File: config.mk
export PLATFORM = sky130hd
export DESIGN_NAME = json_string_unescape_utf8
export DESIGN_NICKNAME = d
export VERILOG_FILES = /design/src/hdl/jsu_pkg.sv /design/src/hdl/jsu_decode.sv /design/src/hdl/jsu_outbuf.sv /design/src/hdl/json_string_unescape_utf8.sv
export SDC_FILE = /design/constraint.sdc
export NUM_CORES = 1
export LEC_CHECK = 0
export BUFFER_PORTS_ARGS = -buffer_cell sky130_fd_sc_hd__buf_2
export CAP_MARGIN = 10
export CORE_MARGIN = 4
export CORE_UTILIZATION = 30
export DETAILED_ROUTE_END_ITERATION = 12
export SYNTH_ARGS = -nofsm -noshare
export SYNTH_HDL_FRONTEND = slang
export SYNTH_SLANG_ARGS = --single-unit
File: constraint.sdc
create_clock -name i_clk -period 11.7 [get_ports i_clk]
set_input_delay 0.585 -clock i_clk [delete_from_list [all_inputs] [get_ports i_clk]]
set_output_delay 0.585 -clock i_clk [all_outputs]
set_load 0.1 [all_outputs]
File: src/hdl/jsu_pkg.sv
package jsu_pkg;

    // most results one input byte can cause: lone high surrogate plus a new code point
    localparam int MaxRes = 6;
    localparam int CntW   = $clog2(MaxRes + 1);

    typedef enum logic [1:0] {
        KIND_DATA = 2'd0,
        KIND_END  = 2'd1,
        KIND_ERR  = 2'd2
    } t_kind;

    typedef enum logic [1:0] {
        ERR_ESC = 2'd0,
        ERR_HEX = 2'd1,
        ERR_EOB = 2'd2
    } t_err;

    typedef struct packed {
        t_kind       kind;
        logic [7:0]  data;
        t_err        err;
    } t_res;

    // results of one input byte, in output order
    typedef struct packed {
        logic [CntW-1:0]    cnt;
        t_res [MaxRes-1:0]  ent;
    } t_res_list;

endpackage

File: src/hdl/jsu_decode.sv
module jsu_decode (
    input  logic               i_clk,
    input  logic               i_rst_n,
    input  logic               i_load,
    input  logic [7:0]         i_byte,
    input  logic               i_eob,
    output jsu_pkg::t_res_list o_list
);
    import jsu_pkg::*;

    localparam logic [7:0] ChQuote = 8'h22;
    localparam logic [7:0] ChBslash = 8'h5C;
    localparam logic [7:0] ChU = 8'h75;

    typedef enum logic [5:0] {
        M_NORMAL  = 6'b000001,
        M_ESC     = 6'b000010,
        M_HEX1    = 6'b000100,
        M_HIGH    = 6'b001000,
        M_HIGH_BS = 6'b010000,
        M_HEX2    = 6'b100000
    } t_mode;

    typedef struct packed {
        logic [2:0]       n;
        logic [3:0][7:0]  b;
    } t_utf8;

    typedef struct packed {
        logic       ok;
        logic [7:0] v;
    } t_byte_opt;

    function automatic t_utf8 utf8_enc(input logic [20:0] cp);
        t_utf8 u;
        u.b = '0;
        if (cp < 21'h80) begin
            u.n = 3'd1;
            u.b[0] = cp[7:0];
        end else if (cp < 21'h800) begin
            u.n = 3'd2;
            u.b[0] = {3'b110, cp[10:6]};
            u.b[1] = {2'b10, cp[5:0]};
        end else if (cp < 21'h10000) begin
            u.n = 3'd3;
            u.b[0] = {4'b1110, cp[15:12]};
            u.b[1] = {2'b10, cp[11:6]};
            u.b[2] = {2'b10, cp[5:0]};
        end else begin
            u.n = 3'd4;
            u.b[0] = {5'b11110, cp[20:18]};
            u.b[1] = {2'b10, cp[17:12]};
            u.b[2] = {2'b10, cp[11:6]};
            u.b[3] = {2'b10, cp[5:0]};
        end
        return u;
    endfunction

    function automatic t_byte_opt hex_val(input logic [7:0] c);
        t_byte_opt h;
        h.ok = 1'b1;
        h.v  = 8'h00;
        if (c >= 8'h30 && c <= 8'h39) begin
            h.v = c - 8'h30;
        end else if (c >= 8'h41 && c <= 8'h46) begin
            h.v = c - 8'h37;
        end else if (c >= 8'h61 && c <= 8'h66) begin
            h.v = c - 8'h57;
        end else begin
            h.ok = 1'b0;
        end
        return h;
    endfunction

    function automatic t_byte_opt simple_esc(input logic [7:0] c);
        t_byte_opt s;
        s.ok = 1'b1;
        case (c)
            8'h22, 8'h5C, 8'h2F: s.v = c;
            8'h6E: s.v = 8'h0A;
            8'h72: s.v = 8'h0D;
            8'h74: s.v = 8'h09;
            8'h62: s.v = 8'h08;
            8'h66: s.v = 8'h0C;
            default: begin
                s.ok = 1'b0;
                s.v  = 8'h00;
            end
        endcase
        return s;
    endfunction

    function automatic logic is_high(input logic [15:0] c);
        return c >= 16'hD800 && c <= 16'hDBFF;
    endfunction

    function automatic logic is_low(input logic [15:0] c);
        return c >= 16'hDC00 && c <= 16'hDFFF;
    endfunction

    t_mode       r_mode, n_mode;
    logic [15:0] r_pend, n_pend;
    logic [15:0] r_acc, n_acc;
    logic [1:0]  r_dcnt, n_dcnt;

    logic        en_a, en_b, en_s, ended, err_v;
    t_err        err_c;
    logic [20:0] cp_a, cp_b;
    logic [7:0]  s_byte;
    t_utf8       u_a, u_b;
    t_byte_opt   hx, se;
    logic [15:0] code;
    logic [3:0]  n_a, n_b, n_s, total;

    always_comb begin
        n_mode = M_NORMAL;
        n_pend = r_pend;
        n_acc  = r_acc;
        n_dcnt = r_dcnt;
        en_a   = 1'b0;
        en_b   = 1'b0;
        en_s   = 1'b0;
        cp_a   = '0;
        cp_b   = '0;
        s_byte = i_byte;
        ended  = 1'b0;
        err_v  = 1'b0;
        err_c  = ERR_ESC;
        hx     = hex_val(i_byte);
        se     = simple_esc(i_byte);
        code   = {r_acc[11:0], hx.v[3:0]};

        case (r_mode)
            M_ESC: begin
                if (i_byte == ChU) begin
                    n_mode = M_HEX1;
                    n_acc  = '0;
                    n_dcnt = '0;
                end else if (se.ok) begin
                    en_s   = 1'b1;
                    s_byte = se.v;
                end else begin
                    err_v = 1'b1;
                end
            end
            M_HEX1, M_HEX2: begin
                if (!hx.ok) begin
                    err_v = 1'b1;
                    err_c = ERR_HEX;
                end else if (r_dcnt != 2'd3) begin
                    n_acc  = code;
                    n_dcnt = r_dcnt + 2'd1;
                    n_mode = r_mode;
                end else begin
                    n_acc  = '0;
                    n_dcnt = '0;
                    if (r_mode == M_HEX2 && is_high(r_pend) && is_low(code)) begin
                        // surrogate pair: both low ten-bit parts form the offset
                        en_a   = 1'b1;
                        cp_a   = 21'h10000 + {1'b0, r_pend[9:0], code[9:0]};
                        n_pend = '0;
                    end else begin
                        if (r_mode == M_HEX2) begin
                            en_a   = 1'b1;
                            cp_a   = {5'd0, r_pend};
                            n_pend = '0;
                        end
                        if (is_high(code)) begin
                            n_pend = code;
                            n_mode = M_HIGH;
                        end else begin
                            en_b = 1'b1;
                            cp_b = {5'd0, code};
                        end
                    end
                end
            end
            M_HIGH: begin
                if (i_byte == ChBslash) begin
                    n_mode = M_HIGH_BS;
                end else begin
                    en_a   = 1'b1;
                    cp_a   = {5'd0, r_pend};
                    n_pend = '0;
                    if (i_byte == ChQuote) begin
                        ended = 1'b1;
                    end else begin
                        en_s = 1'b1;
                    end
                end
            end
            M_HIGH_BS: begin
                if (i_byte == ChU) begin
                    n_mode = M_HEX2;
                    n_acc  = '0;
                    n_dcnt = '0;
                end else begin
                    en_a   = 1'b1;
                    cp_a   = {5'd0, r_pend};
                    n_pend = '0;
                    if (se.ok) begin
                        en_s   = 1'b1;
                        s_byte = se.v;
                    end else begin
                        err_v = 1'b1;
                    end
                end
            end
            default: begin
                if (i_byte == ChQuote) begin
                    ended = 1'b1;
                end else if (i_byte == ChBslash) begin
                    n_mode = M_ESC;
                end else begin
                    en_s = 1'b1;
                end
            end
        endcase

        if (!err_v && !ended && i_eob) begin
            err_v = 1'b1;
            err_c = ERR_EOB;
        end

        if (err_v || ended) begin
            n_mode = M_NORMAL;
            n_pend = '0;
            n_acc  = '0;
            n_dcnt = '0;
        end
    end

    // byte groups in order: first code point, second, single byte, end mark; or error
    always_comb begin
        logic [3:0] kk;
        logic [3:0] ofs;
        u_a   = utf8_enc(cp_a);
        u_b   = utf8_enc(cp_b);
        n_a   = en_a ? {1'b0, u_a.n} : 4'd0;
        n_b   = en_b ? {1'b0, u_b.n} : 4'd0;
        n_s   = en_s ? 4'd1 : 4'd0;
        total = n_a + n_b + n_s + (ended ? 4'd1 : 4'd0);
        o_list.cnt = total[CntW-1:0];
        for (int k = 0; k < MaxRes; k++) begin
            kk = 4'(k);
            ofs = kk - n_a;
            if (kk < n_a) begin
                o_list.ent[k] = '{kind: KIND_DATA, data: u_a.b[kk[1:0]], err: ERR_ESC};
            end else if (kk < n_a + n_b) begin
                o_list.ent[k] = '{kind: KIND_DATA, data: u_b.b[ofs[1:0]], err: ERR_ESC};
            end else if (kk < n_a + n_b + n_s) begin
                o_list.ent[k] = '{kind: KIND_DATA, data: s_byte, err: ERR_ESC};
            end else begin
                o_list.ent[k] = '{kind: KIND_END, data: 8'h00, err: ERR_ESC};
            end
        end
        if (err_v) begin
            o_list.cnt    = CntW'(1);
            o_list.ent[0] = '{kind: KIND_ERR, data: 8'h00, err: err_c};
        end
    end

    always_ff @(posedge i_clk) begin
        if (!i_rst_n) begin
            r_mode <= M_NORMAL;
            r_pend <= '0;
            r_acc  <= '0;
            r_dcnt <= '0;
        end else if (i_load) begin
            r_mode <= n_mode;
            r_pend <= n_pend;
            r_acc  <= n_acc;
            r_dcnt <= n_dcnt;
        end
    end

endmodule

File: src/hdl/jsu_outbuf.sv
module jsu_outbuf (
    input  logic               i_clk,
    input  logic               i_rst_n,
    input  logic               i_load,
    input  jsu_pkg::t_res_list i_list,
    input  logic               i_tready,
    output logic               o_free,
    output logic               o_tvalid,
    output logic               o_tlast,
    output jsu_pkg::t_res      o_res
);
    import jsu_pkg::*;

    logic [CntW-1:0]   r_cnt;
    t_res [MaxRes-1:0] r_ent;
    logic              pop;

    assign pop      = (r_cnt != '0) && i_tready;
    assign o_free   = (r_cnt == '0) || ((r_cnt == CntW'(1)) && i_tready);
    assign o_tvalid = r_cnt != '0;
    assign o_tlast  = r_cnt == CntW'(1);
    assign o_res    = r_ent[0];

    always_ff @(posedge i_clk) begin
        if (!i_rst_n) begin
            r_cnt <= '0;
        end else if (i_load) begin
            r_cnt <= i_list.cnt;
        end else if (pop) begin
            r_cnt <= r_cnt - CntW'(1);
        end
    end

    // results leave from slot zero, the rest move down one place per transaction
    always_ff @(posedge i_clk) begin
        if (i_load) begin
            r_ent <= i_list.ent;
        end else if (pop) begin
            for (int k = 0; k < MaxRes - 1; k++) begin
                r_ent[k] <= r_ent[k+1];
            end
        end
    end

endmodule

File: src/hdl/json_string_unescape_utf8.sv
// json string body unescaper with utf-8 output
//
// slave stream: one raw byte of a string body (after the opening quote) per
// transaction; s_axis_tlast marks the last byte available in the buffer
// master stream: one result per transaction; m_axis_tuser gives its kind
// (data byte, string end, error), m_axis_tdata the decoded byte and the
// error code, m_axis_tlast the final result caused by one input byte
//
// a byte's results: the accepting edge fills the input register, and the
// results move into the result buffer, where the first is valid, once the
// buffer can take them
// throughput: one byte per cycle while each byte gives at most one result
// and the receiver takes each; a byte with more (up to six) holds the input
// side until the result buffer, drained one result per transaction, sends its last
//
// reset clears the input register, the result buffer and the decoder, which
// starts in plain text mode; after a string end or an error it returns there
// when the receiver stalls, the pending result holds and one more byte waits
// in the input register before s_axis_tready drops
module json_string_unescape_utf8 (
    input  logic        i_clk,
    input  logic        i_rst_n,
    input  logic        s_axis_tvalid,
    output logic        s_axis_tready,
    input  logic [7:0]  s_axis_tdata,   // [7:0] in_byte
    input  logic        s_axis_tlast,   // end_of_buffer
    output logic        m_axis_tvalid,
    input  logic        m_axis_tready,
    output logic [15:0] m_axis_tdata,   // [7:0] out_byte, [9:8] error_code, rest zero
    output logic [1:0]  m_axis_tuser,   // kind
    output logic        m_axis_tlast    // last result of the input byte
);
    import jsu_pkg::*;

    logic       r_in_vld;
    logic [7:0] r_in_byte;
    logic       r_in_eob;
    logic       buf_free;
    logic       load;
    t_res_list  res_list;
    t_res       out_res;

    // the input register hands its byte to the decoder once the buffer can take the results
    assign load          = r_in_vld && buf_free;
    assign s_axis_tready = !r_in_vld || buf_free;

    always_ff @(posedge i_clk) begin
        if (!i_rst_n) begin
            r_in_vld <= 1'b0;
        end else if (s_axis_tready) begin
            r_in_vld <= s_axis_tvalid;
        end
    end

    always_ff @(posedge i_clk) begin
        if (s_axis_tready && s_axis_tvalid) begin
            r_in_byte <= s_axis_tdata;
            r_in_eob  <= s_axis_tlast;
        end
    end

    // decoder state and result layout for the held byte
    jsu_decode u_decode (
        .i_clk   (i_clk),
        .i_rst_n (i_rst_n),
        .i_load  (load),
        .i_byte  (r_in_byte),
        .i_eob   (r_in_eob),
        .o_list  (res_list)
    );

    // result buffer, drained one result per transaction
    jsu_outbuf u_outbuf (
        .i_clk    (i_clk),
        .i_rst_n  (i_rst_n),
        .i_load   (load),
        .i_list   (res_list),
        .i_tready (m_axis_tready),
        .o_free   (buf_free),
        .o_tvalid (m_axis_tvalid),
        .o_tlast  (m_axis_tlast),
        .o_res    (out_res)
    );

    assign m_axis_tdata = {6'd0, out_res.err, out_res.data};
    assign m_axis_tuser = out_res.kind;

endmodule

* Word-level counts from Yosys, hierarchy flattened *
Cells that the tools add are included.

storage, ports and cells
  register bits after elaboration = 120
  word-level logic and storage cells = 280
  output and inout port bits = 21
  bits of input ports = 13

operators by class
  add/sub/neg operators = 15
  $lt $le $gt $ge = 42
  mux-type cells = 140
  reduce and logical (&&, ||, !) cells = 34
  equality and inequality tests = 23

operator list
  cell                      number
  $mux W16                  16
  $mux W12                  15
  $mux W21                  7
  $mux W60                  2
  $mux W8                   13
  $bmux W8 S2               6
  $mux W11                  6
  $pmux W21 S3              1
  $eq A8 B7 Y1 const B      7
  $ge A16 B16 Y1 const B    3
  $le A16 B16 Y1 const B    3
  $mux W24                  2
  $pmux W16 S3              1
  $pmux W8 S6               1
  $mux W22                  2
  $lt A21 B12 Y1 const B    2
  $lt A21 B17 Y1 const B    2
  $lt A21 B8 Y1 const B     2
  $mux W3                   12
  $mux W6                   6
  $mux W1                   29
  $pmux W12 S2              1
  $pmux W6 S4               1
  $add A17 B20 Y21 const A  1
  other kinds (53)          113

* Longest topological paths before layout *
Gate-level depths: netlist (run 1).

  word-level depth = 25
  depth in mapped cells = 23
  depth with buffers taken out = 19

* Hierarchy *
A second synthesis (run 1) with hierarchy kept.

second synthesis, totals
  cell total of the unflattened synthesis = 1030
  area total of the unflattened synthesis = 9210.1 sq um

modules (own cells, without submodules)
  module                     cells each  area an instance (sq um)  times used  sequential area each (sq um)
  jsu_decode                 828         5574.1                    1           720.7
  jsu_outbuf                 180         3251.9                    1           2222.1
  json_string_unescape_utf8  22          384.1                     1           290.3

* Least setup slack after synthesis (run 1) *
OpenSTA, ideal clock, no wires.

  path kind = register to register
  from = register r_in_byte[0]
  to = register u_outbuf.r_ent[51] in the netlist's numbering, data pin
  slack = 5756 ps
  cell stages (with the launch flop) = 22
  setup time = 261 ps
  arrival = 5683 ps
  period minus slack after synthesis = 5944 ps
  data required time = 11439 ps
  buffers on the path = 4
  cell sequence = edfxtp_1 > inv_1 > ha_1 > and2_1 > or4b_1 > buf_4 > a22oi_4 > a31oi_1 > a2111o_1 > buf_6 > o21ai_4 > inv_2 > buf_2 > ha_1 > fa_1 > ha_1 > clkbuf_1 > xnor3_1 > a211o_1 > a21oi_4 > nor3_1 > a221o_1

on the way
  word-level cells in the longest chain between the ends = 24
  elaborated cells between the ends (all ways) = 106
  those cells by class = add/sub: 7; order compare: 19; eq/ne: 9; mux: 63; reduce/logical: 8

RTL lines
  item                                             RTL line                              text
  from (decl)                                      json_string_unescape_utf8.sv:36       logic [7:0] r_in_byte;
  from (signal assigned)                           json_string_unescape_utf8.sv:57       r_in_byte <= s_axis_tdata;
  $ge A8 B7 Y1 or $le A8 B7 Y1 (tied branches)     jsu_decode.sv:67                      end else if (c >= 8'h61 && c <= 8'h66) begin
  $logic_and A1 B1 Y1                              jsu_decode.sv:67
  $mux W4                                          jsu_decode.sv:67
  $mux W4                                          jsu_decode.sv:65                      end else if (c >= 8'h41 && c <= 8'h46) begin
  $mux W4                                          jsu_decode.sv:63                      if (c >= 8'h30 && c <= 8'h39) begin
  $ge A16 B16 Y1, or another cell as far along     jsu_decode.sv:98                      return c >= 16'hDC00 && c <= 16'hDFFF;
  $logic_and A1 B1 Y1 (on tied branches)           jsu_decode.sv:98, jsu_decode.sv:94
  $logic_and A1 B1 Y1 or $mux W16 (tied branches)  jsu_decode.sv:157, jsu_decode.sv:168
  (+8 left out)                                    -
  $mux W3 (on tied branches)                       jsu_decode.sv:239, jsu_decode.sv:240
  $add A3 B3 Y4                                    -
  $add A4 B1 Y4                                    -
  $lt A3 B4 Y1                                     jsu_decode.sv:251                     end else if (kk < n_a + n_b + n_s) begin
  $mux W11                                         jsu_decode.sv:251
  $mux W12                                         jsu_decode.sv:249                     end else if (kk < n_a + n_b) begin
  $mux W12 *                                       jsu_decode.sv:247                     if (kk < n_a) begin
  $mux W60 *                                       jsu_outbuf.sv:36                      if (i_load) begin
  to (signal assigned)                             jsu_outbuf.sv:37                      r_ent <= i_list.ent;
  to (signal, indexed assignment)                  jsu_outbuf.sv:40                      r_ent[k] <= r_ent[k+1];
  to (decl)                                        jsu_outbuf.sv:15                      t_res [MaxRes-1:0] r_ent;

Mark *: on every way between the ends. The rest lies on a longest branch, timed or not. The select of a mux whose other input is x is not followed.
A chain may end at the register's enable or synchronous reset.

* Worst setup path in the final report (run 1) *
  from = register r_in_byte[0]
  to = register u_outbuf.r_ent (netlist bit u_outbuf.o_res[5]), data pin

on the way
  word-level cells in the longest chain between the ends = 25
  elaborated cells between the ends (all ways) = 119
  those cells by class = add/sub: 7; order compare: 19; eq/ne: 9; mux: 72; reduce/logical: 12

RTL lines
  item                                             RTL line                              text
  $ge A8 B7 Y1 or $le A8 B7 Y1 (tied branches)     jsu_decode.sv:67
  $logic_and A1 B1 Y1                              jsu_decode.sv:67
  $mux W4                                          jsu_decode.sv:67
  $mux W4                                          jsu_decode.sv:65
  $mux W4                                          jsu_decode.sv:63
  $ge A16 B16 Y1, or another cell as far along     jsu_decode.sv:98
  $logic_and A1 B1 Y1 (on tied branches)           jsu_decode.sv:98, jsu_decode.sv:94
  $logic_and A1 B1 Y1 or $mux W16 (tied branches)  jsu_decode.sv:157, jsu_decode.sv:168
  (+9 left out)                                    -
  $add A3 B3 Y4                                    -
  $add A4 B1 Y4                                    -
  $lt A1 B4 Y1                                     jsu_decode.sv:251
  $mux W11                                         jsu_decode.sv:251
  $mux W12                                         jsu_decode.sv:249
  $mux W12                                         jsu_decode.sv:247
  $mux W12 *                                       jsu_decode.sv:257                     if (err_v) begin
  $mux W60 *                                       jsu_outbuf.sv:36

Marks and branches as above.

==> results of run 1 <==
[metal layers]
layer / track usage / share of wire
met4: 0.0644 / 0.033
met2: 0.303 / 0.45
met1: 0.280 / 0.43
met5: 0 / 0
met3: 0.0310 / 0.088
[path summary, 6_finish.rpt]
check | start | endpoint
min | s_axis_tdata[4] | r_in_byte[4]
max | r_in_byte[0] | u_outbuf.o_res[5]
max reg2reg | r_in_byte[0] | u_outbuf.o_res[5]
min reg2reg | u_outbuf.r_cnt[1] | u_outbuf.r_cnt[1]
[report_power, final]
part	internal, mW	switching (mW)
registers	0.547	0.0450
clock network	0.167	0.151
logic	0.138	0.438
[logic make-up (layout without fill, tap and decap cells)]
logic type      after synthesis  in the layout  share of synthesized area
fa+ha+maj                    17             17                     0.0275
flops                       106            106                      0.348
mux                          27             27                     0.0364
compound gates              318            318                      0.281
simple gates                349            349                      0.227
other cells                   1              6                   0.000468
buf+inv                     112             78                     0.0673
xor+xnor                     10             10                     0.0127
[synthesized netlist by cell type, types with 14 or more instances]
library cell and count:
nand3_1 30, a221o_1 14, dfxtp_1 40, a22oi_1 34, a21oi_1 70, nor2_1 63, and2_1 18, clkbuf_1 52
o211ai_1 17, buf_4 20, nor2b_1 38, nand2_1 85, inv_1 20, nor3_1 30, edfxtp_1 66, mux2i_1 19
o21ai_0 55, ha_1 16
[layout make-up]
class,count,area (sq um)
clock buffers,9,225
clock inverters,7,75.1
fillers,2776,17600
inverters,21,78.8
multi-input cells,727,4710
flip-flops and latches,106,2780
well taps,335,419
repair buffers,41,240
[sequential cells by signal, indices dropped and copies added, names as in the netlist, 2 cells and up]
| name | cells |
|---|---|
| u_decode.r_pend | 16 |
| u_decode.r_acc | 12 |
| r_in_byte | 8 |
| u_outbuf.r_cnt | 3 |
| u_decode.r_mode | 6 |
| u_decode.r_dcnt | 2 |
| u_outbuf.o_res | 12 |
| u_outbuf.r_ent | 45 |
[worst max-delay path: cells and delay by family, from the launching register on]
family          cells  cell delay, ps
compound gates      4            1780
buf+inv             2             400
mux                 1             510
fa+ha+maj           4            1720
simple gates        6            2070
flops               1             540
[cells in the final DEF, fill, tap and decap left out, types with 6 or more instances in the layout]
| cell type | n |
|---|---|
| nand2_1 | 85 |
| a21oi_1 | 70 |
| edfxtp_1 | 66 |
| nor2_1 | 63 |
| o21ai_0 | 55 |
| dfxtp_1 | 40 |
| nor2b_1 | 38 |
| a22oi_1 | 34 |
| nor3_1 | 30 |
| nand3_1 | 30 |
| buf_2 | 27 |
| inv_1 | 19 |
| mux2i_1 | 19 |
| and2_1 | 18 |
| o211ai_1 | 17 |
| ha_1 | 16 |
| a221o_1 | 14 |
| buf_4 | 14 |
| and3_1 | 13 |
| o22ai_1 | 13 |
| a22o_1 | 13 |
| nor4_1 | 11 |
| nand4_1 | 9 |
| clkbuf_16 | 9 |
| a211oi_1 | 8 |
| a31oi_1 | 8 |
| mux2_2 | 7 |
| or3_1 | 7 |
| a221oi_1 | 7 |
| nand3b_1 | 6 |
| nand2b_1 | 6 |
| a21o_1 | 6 |
| conb_1 | 6 |
[stage by stage]
stage	worst slack [ps]	power [mW]	hold WS [ps]	utilization	cells
after floorplan	5760	1.06	472	-	945
after global placement	4680	1.18	487	0.315	1230
after detailed placement	4600	1.18	492	0.315	1230
after CTS	4580	1.50	382	0.327	1246
after global routing	3970	1.56	385	0.327	1246
final	4420	1.49	389	0.327	1246
==> reports/qor.csv, run 1 <==
metric,value,unit
# rows,59,
Starting Density,0.306,
"Clk Latency, worst-skew pair",370,ps
Post-CTS Resized,0,
TritonCTS buffer count,9,
asr flop ratio synth,0,
CTS Sinks,106,
min cycle time layout,7280,ps
largest cells by area after synthesis,"edfxtp_1, dfxtp_1, a21oi_1",
Slew Limit Headroom,0.203,
layout cells sized above 1,0.0955,
global-route usage over all layers,0.196,
Yosys top cell by area,edfxtp_1,
HP Class,input pin to flop,
worst ir drop on vdd,0.0757,mV
number of setup buffers added after CTS,0,
floorplan core area,26100,sq um
clk_skew,7.67,ps
Placer Congestion,0.985,
top cell type's share of synthesized area,0.248,
Mapped Cells,940,
GR Overflow Total,0,
total die area,29400,sq um
Leak,2.89,nW
status,"finished, final reports clean",
Via density,5.96,
Layout Nets,936,
endpoints failing hold,0,
actual slew at the worst max-slew pin,1190,ps
TNS Setup,0,ps
"Area growth, synth to finish",6.58,%
Synth Warn #,0,
"slowest stage cell, crit path",or4b_1,
Die Wd,171,microns
initial antenna violation count,0,
vias in the first global route,6982,
routed wire length,28800,microns
Crit. End Element,flop,
R2R depth,17,
Required @ worst endpoint,11820,ps
CTS tree,done,
Antenna diodes,0,
"most used cell, CP",ha_1,
total number of vias,7429,
Final Slew Violations,0,
Setup CP Type,flop to flop,
H-tree Lvls,3,
post-synth cell types,89,
Post-DP Area,8230,sq um
Hold Crit Depth,1,
# DRC,0,
1st-iter DRT viols,934,
Crit Path Max Fanout,20,
fin area,8530,sq um
die span in y,171,microns
wire length per cell,23.1,microns
fmax,137,MHz
Max stage delay on crit path,640,ps
largest net degree at the start of global routing,55,
Mean Syn Cell Area,8.52,sq um
clock buffer depth,2,
CTS Hold Bufs,0,
Routed Antenna Nets,0,
Clock transition at path regs,80,ps
root buffer cell,clkbuf_16,
RSZ-0062 raised after global routing,false,
Mapped Area,8010,sq um
Boundary Pins,34,
number of flops mapped to enable cells by yosys,66,
#FFs+latches synth,106,
first-pass GRT wire length,44000,microns
Post-synth top flop,edfxtp_1,
sequential share of the synthesized area,0.348,
Worst Path Arrival,7400,ps
Post-DP HPWL,21700,microns
Pwr Density,174,nW/um^2
crit-path cells,inv_1 > ha_1 > and2_1 > or4b_1 > a22oi_4 > nand2_1 > a2111o_1 > o21ai_4 > inv_2 > ha_1 > fa_1 > ha_1 > nand2_1 > mux4_2 > nor3_1 > and3b_1 > a221o_1,
fin crit share,0.622,
r2r setup slk,4420,ps
DR pass1 iterations,5,
I/O Buffers,27,
max capacitance violation total,0,
final-report setup violation count,0,
Worst setup SP type,flop,
Power figures use the tool's default switching activity.
==> run 2: changes to the inputs <==
clock period = 6.5 ns   (was 11.7 ns; I/O delays follow)
==> run 2 against run 1 <==
  * Worst setup slack lost 4000 ps
  * Critical path depth grew 1
  * Clock skew grew 1.6 ps
  * Hold slack lost 260 ps
  * Register-to-register slack lost 4000 ps
  * Combinational power grew 82%
  * Sequential cell count is the same
  * Count of clock-buffer cells in the layout is the same
  * Non-clock buffer count grew 31
  * Power grew 79%
  * Critical endpoint is now u_outbuf.r_ent[19]
  * Highest routed layer unchanged
==> reports/qor.csv, run 2 (synthesis results as in run 1) <==
metric,value,unit
total die area,29400,sq um
fillers,2764,
register area,2780,sq um
CTS Hold Bufs,0,
Crit. End Element,flop,
Required @ worst endpoint,6620,ps
initial antenna violation count,0,
Leak,3.04,nW
Antenna diodes,0,
number of setup buffers added after CTS,0,
DR pass1 iterations,6,
Largest register FFs,45,
actual slew at the worst max-slew pin,1260,ps
"commonest non-fill, non-tap cell in the layout",nand2_1,
Biggest register,u_outbuf.r_ent,
Slew Limit Headroom,0.150,
Worst Path Arrival,6200,ps
# DRC,0,
fmax,165,MHz
Worst setup SP type,flop,
wire length per cell,23.3,microns
Final Slew Violations,0,
"Clk Latency, worst-skew pair",360,ps
clock buffer depth,2,
status,"finished, final reports clean",
HP Class,input pin to flop,
Starting Density,0.306,
Util after Layout,0.335,
Multi-input gate area,4710,sq um
TNS Setup,0,ps
Layout Nets,967,
Die Wd,171,microns
final-report setup violation count,0,
Boundary Pins,34,
1st-iter DRT viols,1052,
largest net degree at the start of global routing,55,
layout cells sized above 1,0.124,
H-tree Lvls,3,
CTS tree,done,
global-route usage over all layers,0.200,
Clock transition at path regs,80,ps
Routed Antenna Nets,0,
min cycle time layout,6070,ps
CTS Sinks,106,
first-pass GRT wire length,45200,microns
Crit Path Max Fanout,10,
# rows,59,
fin crit share,0.934,
endpoints failing hold,0,
"Area growth, synth to finish",9.38,%
max capacitance violation total,0,
GR Overflow Total,0,
worst ir drop on vdd,0.127,mV
routed wire length,29700,microns
total number of vias,7736,
Post-DP HPWL,22100,microns
TritonCTS buffer count,9,
floorplan core area,26100,sq um
die span in y,171,microns
I/O Buffers,27,
Largest regs,"u_outbuf.r_ent (45), u_decode.r_pend (16)",
Placer Congestion,1.03,
vias in the first global route,7171,
"commonest cells after routing, fill and taps aside","nand2_1, a21oi_1, edfxtp_1, nor2_1, o21ai_0",
Pwr Density,304,nW/um^2
Setup CP Type,flop to flop,
RSZ-0062 raised after global routing,false,
clk_skew,9.31,ps
Via density,6.06,
root buffer cell,clkbuf_16,
Post-CTS Resized,0,
[run 2: per-stage QoR]
stage | area [sq um] | setup WS, ps | hold WS [ps] | cells | total power [mW]
6_report | 8760 | 426 | 133 | 1276 | 2.67
5_1_grt | 8760 | 38.0 | 127 | 1276 | 2.80
4_1_cts | 8750 | 480 | 127 | 1275 | 2.68
3_5_place_dp | 8460 | 483 | 491 | 1260 | 2.11
3_3_place_gp | 8460 | 611 | 483 | 1260 | 2.10
2_1_floorplan | 8030 | 556 | 424 | 945 | 1.91
[run 2: power by group]
group,internal (mW),switching [mW]
Combinational,0.252,0.795
Sequential,0.984,0.0653
Clock,0.298,0.272
[run 2: path summary, 6_finish.rpt]
kind / depth (start not counted) / endpoint / slack [ps] / startpoint
max: 18 / u_outbuf.r_ent[19] / 430 / r_in_byte[0]
min: 1 / r_in_byte[5] / 130 / s_axis_tdata[5]
min reg2reg: 1 / u_outbuf.r_cnt[1] / 510 / u_outbuf.r_cnt[1]
max reg2reg: 18 / u_outbuf.r_ent[19] / 430 / r_in_byte[0]
[run 2: layer usage]
metal | up-vias | GRT usage | share of wire
li1 | 3553 | - | -
met1 | 3664 | 0.286 | 0.44
met2 | 451 | 0.310 | 0.44
met3 | 68 | 0.0308 | 0.091
met4 | 0 | 0.0641 | 0.032
met5 | - | 0 | 0
[run 2: critical path, cell delays in order (launching register included)]
cell	delay, ps
edfxtp_1	530
inv_1	140
ha_1	250
and2_1	160
or4b_1	550
a22oi_4	300
a31oi_1	230
a2111o_1	520
o21ai_4	150
inv_2	50
ha_1	220
fa_1	650
ha_1	420
nand2_1	90
mux4_2	490
or2_2	380
and2_1	210
and3_1	170
o32a_1	320
[run 2: layout make-up]
class,instances,share of cell area
clock buffer,9,0.0257
clock inverter,6,0.00757
inverter,21,0.00900
multi-input combinational,727,0.538
sequential,106,0.318
tap,335,0.0479
timing repair buffer,72,0.0540
